===== src/rtl/assert_macros.svh =====
// Assertion helpers; clk and rst_n are taken from the module that uses them.
`ifndef ASSERT_MACROS_SVH
`define ASSERT_MACROS_SVH

// Clocked property, off during reset.
`define ASSERT_PROP(label, prop, msg) \
    label: assert property (@(posedge clk) disable iff (!rst_n) (prop)) else $error(msg);

// Condition that must never hold at a clock edge.
`define ASSERT_NEVER(label, expr, msg) \
    label: assert property (@(posedge clk) disable iff (!rst_n) !(expr)) else $error(msg);

`endif


===== src/rtl/ipvrr_pkg.sv =====
package ipvrr_pkg;

    localparam int POS_W      = 5;
    localparam int WAY_W      = 4;
    localparam int SET_IN_W   = 6;
    localparam int PROMOTE_W  = 64;
    localparam int INSERT_W   = 4;
    localparam int CFG_IDX_W  = 1;
    localparam int CFG_DATA_W = 64;

    typedef logic [POS_W-1:0] pos_t;
    typedef logic [WAY_W-1:0] way_t;
    typedef logic [SET_IN_W-1:0] set_in_t;

    typedef enum logic [1:0] {
        REQ_TOUCH = 2'd0,
        REQ_FILL  = 2'd1,
        REQ_INVAL = 2'd2,
        REQ_QUERY = 2'd3
    } req_type_t;

    typedef enum logic [CFG_IDX_W-1:0] {
        CFG_PROMOTE = 1'b0,
        CFG_INSERT  = 1'b1
    } cfg_idx_t;

    localparam logic [PROMOTE_W-1:0] PROMOTE_RST = 64'hB100_1571_0103_0100;
    localparam logic [INSERT_W-1:0]  INSERT_RST  = 4'd14;

    // Per-item setup of the position unit
    typedef struct packed {
        way_t way;
        logic set_en;
        logic shift_en;
        logic bounded;
        pos_t lo;
        pos_t hi;
        pos_t tgt;
    } pos_ctrl_t;

    typedef struct packed {
        pos_t next_pos;
        logic victim_hit;
    } pos_res_t;

endpackage


===== src/rtl/ipvrr_pos_unit.sv =====
module ipvrr_pos_unit #(
    parameter int NUM_WAYS = 16
) (
    input  ipvrr_pkg::pos_t      pos,
    input  ipvrr_pkg::way_t      idx,
    input  ipvrr_pkg::pos_ctrl_t ctrl,
    output ipvrr_pkg::pos_res_t  res
);
    import ipvrr_pkg::*;

    localparam pos_t PARKED  = POS_W'(NUM_WAYS + 1);
    localparam pos_t LAST_RK = POS_W'(NUM_WAYS - 1);

    logic in_range;

    assign in_range = (pos >= ctrl.lo) && (!ctrl.bounded || (pos < ctrl.hi));

    always_comb
    begin
        res.victim_hit = (pos == LAST_RK);
        if (ctrl.set_en && (idx == ctrl.way))
        begin
            res.next_pos = ctrl.tgt;
        end
        else if (ctrl.shift_en && in_range && (pos < PARKED))
        begin
            res.next_pos = pos + POS_W'(1);
        end
        else
        begin
            res.next_pos = pos;
        end
    end
endmodule


===== config.mk =====
export PLATFORM = sky130hd
export DESIGN_NAME = ipvrr_pos_unit
export DESIGN_NICKNAME = d
export VERILOG_FILES = /design/src/rtl/assert_macros.svh /design/src/rtl/ipvrr_pkg.sv /design/src/rtl/ipvrr_pos_unit.sv
export SDC_FILE = /design/constraint.sdc
export NUM_CORES = 1
export LEC_CHECK = 0
export BUFFER_PORTS_ARGS = -buffer_cell sky130_fd_sc_hd__buf_2
export CAP_MARGIN = 20
export CORE_AREA = 2 2 39 41
export DETAILED_ROUTE_END_ITERATION = 10
export DIE_AREA = 0 0 41 43
export PLACE_DENSITY = 0.79
export SETUP_SLACK_MARGIN = 0.02
export SYNTH_ARGS = -nofsm -noshare
export SYNTH_HDL_FRONTEND = slang
export SYNTH_SLANG_ARGS = --single-unit

===== constraint.sdc =====
create_clock -name vclk -period 3.9
set_input_delay 1.17 -clock vclk [all_inputs]
set_output_delay 1.17 -clock vclk [all_outputs]
set_load 0.01 [all_outputs]

==> impl_metrics.toml, run 1 <==
[pwr]
p_leak_uw = 0.000431
peakVddDrop_v = 0.0000475
total_power_uw = 86.4
power_density_nw_per_um2 = 111

[routing]
drt_iter0_markers = 4
post_drt_wl_per_cell_um = 10.2
detail-route-antenna-nets = 0
drtPass1Iterations = 2
viasPerCell = 4.99
totalWireLength_mm = 1.32
drc = 0
num_vias = 649

[synthesis]
seq_area_frac_synth = 0
synth_cell_types = 25
synthTopCellsByArea = "ha_1 (25%), nand2_1 (9.0%), o2111ai_1 (8.1%)"
synth_top_area_share = 0.253
synth_nets = 118
synth-compound-area-share = 0.359
yosys.area_share.adder = 0.253
yosys.area.top_type = "ha_1"
syn_inst = 76
synthMuxAreaShare = 0
syn_area_um2 = 543
syn_avg_cell_area_um2 = 7.15
synth_top_family_by_area = "compound AO/OA/AOI/OAI gates"
synth_simple_gate_area_frac = 0.224
synth-xor-area-share = 0.0806
yosys_warnings = 0

[sta]
clock.fmax_ghz = 0.264
slew_violations = 0
finalCritPeriodShare = 0.970
setup_viol = 0
max_slew.worst_pin.slew_ns = 0.281
setup_slack_ns = 0.119
finalCriticalPeriod_ns = 3.78
max_slew_margin = 0.813
timing.final.hold_violations = 0

[global_routing]
first_global_vias = 578
grt_use_total = 0.170
grt_first_pass_wirelength_mm = 2.27
overflow = 0
grt_max_degree = 8
antenna_found_initial = 0

[layout]
seq_area_um2 = 0
seq_cell_count = 0
diodes = 0
final_common_cell = "buf_2"
final-instance-count-excl-fill = 130
drive_gt1_frac = 0.395
layout_common_cells = "buf_2 (37), nand2_1 (13), inv_1 (11), ha_1 (11), a21oi_1 (6)"
area_growth_pct = 42.9
clkbuf_count = 0
design_area_um2 = 776
nNetsFinal = 158

[floorplan]
initial_core_util = 0.392
die-width_um = 41
core_um2 = 1380
dieHeight_um = 43
dieArea_um2 = 1760
ioPinCount = 37
fp-row-count = 14

[placed_design]
dp_hpwl_mm = 1.18
placedCellCount = 130
place_area_um2 = 759
routabilityCongestion = 0.783
pre_cts_ws_ns = 0.0388
port-buffer-count = 37

[worst_hold_path]
hp-class = "primary input to primary output"

[worst_setup_path]
crit_type = "primary input to primary output"
crit_path_start_kind = "primary input"
worstPathMaxFanout = 6
cp.required_ns = 2.73
endpoint_kind = "primary output"
cp.arrival_ns = 2.61

[clocking]
hold_buffers = 0
cts_setup_buffers = 0

[outcome]
status = "finished, final reports clean"

[run]
max_cap_violations = 0
==> per-stage QoR <==
stage                util  hold slack [ns]   TNS, ns
global placement    0.549             2.64         0
floorplan               -             2.46         0
detailed placement  0.549             2.65         0
finish              0.561             2.64         0
CTS                 0.549             2.65         0
global route        0.561             2.68  -0.00483
==> metal layers <==
layer | wire (um) | vias to the layer above | global-route usage | part of all wire
met1 | 607 | 275 | 0.237 | 0.46
met3 | 64 | 2 | 0 | 0.048
met2 | 642 | 18 | 0.291 | 0.49
li1 | - | 354 | - | -
met5 | 0 | - | 0 | 0
met4 | 8 | 0 | 0.0133 | 0.0060
==> power breakdown <==
group | total, uW | switching, uW | leakage [uW] | internal (uW)
combinational | 86.4 | 45.6 | 0.000431 | 40.8
clock | 0 | 0 | 0 | 0
sequential | 0 | 0 | 0 | 0
total | 86.4 | 45.6 | 0.000431 | 40.8
==> synth_stat cells, types with 2 or more instances <==
| master | instances |
|---|---|
| o2111ai_1 | 5 |
| and2_1 | 2 |
| o21ai_1 | 2 |
| ha_1 | 11 |
| nand2b_1 | 2 |
| a21o_1 | 2 |
| inv_1 | 11 |
| xor2_1 | 4 |
| nand2_1 | 13 |
| a21oi_1 | 6 |
| o211ai_1 | 4 |
==> final timing paths <==
check | startpoint | to | slack [ns] | cells after the start
worst min-delay path | ctrl[2] | res[3] | 2.64 | 4
worst max-delay path | pos[2] | res[3] | 0.12 | 8
==> worst max-delay path: stages <==
cell and delay, ns:
buf_2 0.12, ha_1 0.31, a21oi_1 0.16, o21ai_2 0.09, a31oi_4 0.26, o211a_4 0.22, o2111ai_2 0.12, buf_2 0.16
==> layout make-up <==
cell class | count | area, um2
fill | 141 | 608
timing repair buffer | 39 | 200
inverter | 11 | 41.3
tap | 16 | 20.0
multi-input combinational | 64 | 514
==> what timing repair did <==
| item | 4_1_cts | 5_1_grt |
|---|---|---|
| endpoints found under the hold margin | 0 | 0 |
| resized for setup | 0 | 3 |
| endpoints found under the setup margin | 0 | 5 |
==> logic make-up after synthesis <==
kind of cell             count (synthesis)
XOR/XNOR                                 5
buffers and inverters                   12
AND/OR/NAND/NOR                         23
adder cells (fa/ha/maj)                 11
AO/OA/AOI/OAI                           25
Power figures use the tool's default switching activity.
==> run 2: changes to the inputs <==
Settings changed: CORE_AREA 2 2 39 41 to not set, CORE_MARGIN set to 2, CORE_UTILIZATION set to 37, DIE_AREA 0 0 41 43 to not set, PLACE_DENSITY 0.79 to not set, PLACE_DENSITY_LB_ADDON set to 0.1.
==> impl_metrics.toml, run 2 (synthesis results as in run 1) <==
[outcome]
status = "finished, final reports clean"

[sta]
clock.fmax_ghz = 0.265
slew_violations = 0
rsz0062_at_grt = "false"
timing.final.hold_violations = 0
max_slew_margin = 0.797
finalCriticalPeriod_ns = 3.78
finalCritPeriodShare = 0.969
setup_viol = 0
max_slew.worst_pin.slew_ns = 0.304

[clocking]
cts_setup_buffers = 0
hold_buffers = 0

[layout]
seq_cell_count = 0
seq_area_um2 = 0
drive_gt1_frac = 0.404
area_growth_pct = 43.8
final_common_cell = "buf_2"
nNetsFinal = 158
diodes = 0
design_area_um2 = 781
clkbuf_count = 0
layout_common_cells = "buf_2 (37), nand2_1 (13), inv_1 (11), ha_1 (11), a21oi_1 (6)"
final-instance-count-excl-fill = 129

[floorplan]
dieHeight_um = 42.3
fp-row-count = 13
ioPinCount = 37
core_um2 = 1330
dieArea_um2 = 1790
die-width_um = 42.3
initial_core_util = 0.407

[placed_design]
dp_hpwl_mm = 1.15
placedCellCount = 129
routabilityCongestion = 0.760
place_area_um2 = 758
port-buffer-count = 37

[global_routing]
first_global_vias = 549
grt_use_total = 0.148
antenna_found_initial = 0
overflow = 0
grt_max_degree = 8
grt_first_pass_wirelength_mm = 2.24

[routing]
detail-route-antenna-nets = 0
viasPerCell = 5.12
post_drt_wl_per_cell_um = 9.91
drc = 0
drtPass1Iterations = 4
num_vias = 661
drt_iter0_markers = 5
totalWireLength_mm = 1.28

[worst_hold_path]
worstHoldEndpoint = "res[3]"
worstHoldPathCells = 4
hold_start = "ctrl[2]"
hp-class = "primary input to primary output"

[pwr]
p_leak_uw = 0.000431
peakVddDrop_v = 0.0000440
power_density_nw_per_um2 = 111

[worst_setup_path]
endpoint_kind = "primary output"
cp.arrival_ns = 2.61
worstPathMaxFanout = 6
crit_path_start_kind = "primary input"
cp.required_ns = 2.73
crit_start = "pos[2]"
crit_type = "primary input to primary output"

[run]
max_cap_violations = 0
-- run 2: cell counts in the layout (fill, tap and decap cells not counted) --
Identical to the previous run, type by type.
-- run 2: per-stage QoR --
step | setup WS, ns | power, uW | util | TNS, ns | hold slack [ns]
final | 0.122 | 86.8 | 0.585 | 0 | 2.64
after global routing | 0.0270 | 97.8 | 0.585 | 0 | 2.67
after CTS | 0.0466 | 83.3 | 0.571 | 0 | 2.64
after detailed placement | -0.00939 | 82.0 | 0.568 | -0.00939 | 2.64
after global placement | 0.0131 | 80.7 | 0.568 | 0 | 2.64
after floorplan | 0.374 | 48.7 | - | 0 | 2.46
-- run 2: power breakdown --
group | leakage [uW] | switching (uW) | total, uW | internal (uW)
sequential | 0 | 0 | 0 | 0
clock | 0 | 0 | 0 | 0
combinational | 0.000431 | 45.6 | 86.8 | 41.2
total | 0.000431 | 45.6 | 86.8 | 41.2
-- run 2: timing repair --
item	CTS	global route
setup endpoints to repair	4	5
hold endpoints to repair	0	0
resized for setup	1	3
-- run 2: final cells by class --
type                       instances  area [um2]
fill                             139         553
multi-input combinational         64         520
timing repair buffer              39         200
inverter                          11        41.3
tap                               15        18.8
-- run 2: layer usage --
| metal | GRT usage | vias to the layer above | wire length (um) |
|---|---|---|---|
| li1 | - | 355 | - |
| met1 | 0.187 | 286 | 574 |
| met2 | 0.289 | 20 | 618 |
| met3 | 0.00431 | 0 | 86 |
| met4 | 0 | 0 | 0 |
| met5 | 0 | - | 0 |
-- run 2: worst max-delay path by stage --
stage	to	slack [ns]	cells after the start
detailed placement	res[3]	-0.009	9
global route	res[4]	0.03	9
CTS	res[3]	0.05	8
finish	res[3]	0.12	8
floorplan	res[1]	0.37	7
global placement	res[3]	0.01	9
-- run 2: worst max-delay path: stages --
cell	delay, ns
buf_2	0.12
ha_1	0.30
a21oi_1	0.16
o21ai_2	0.10
a31oi_4	0.27
o211a_4	0.22
o2111ai_2	0.12
buf_2	0.15
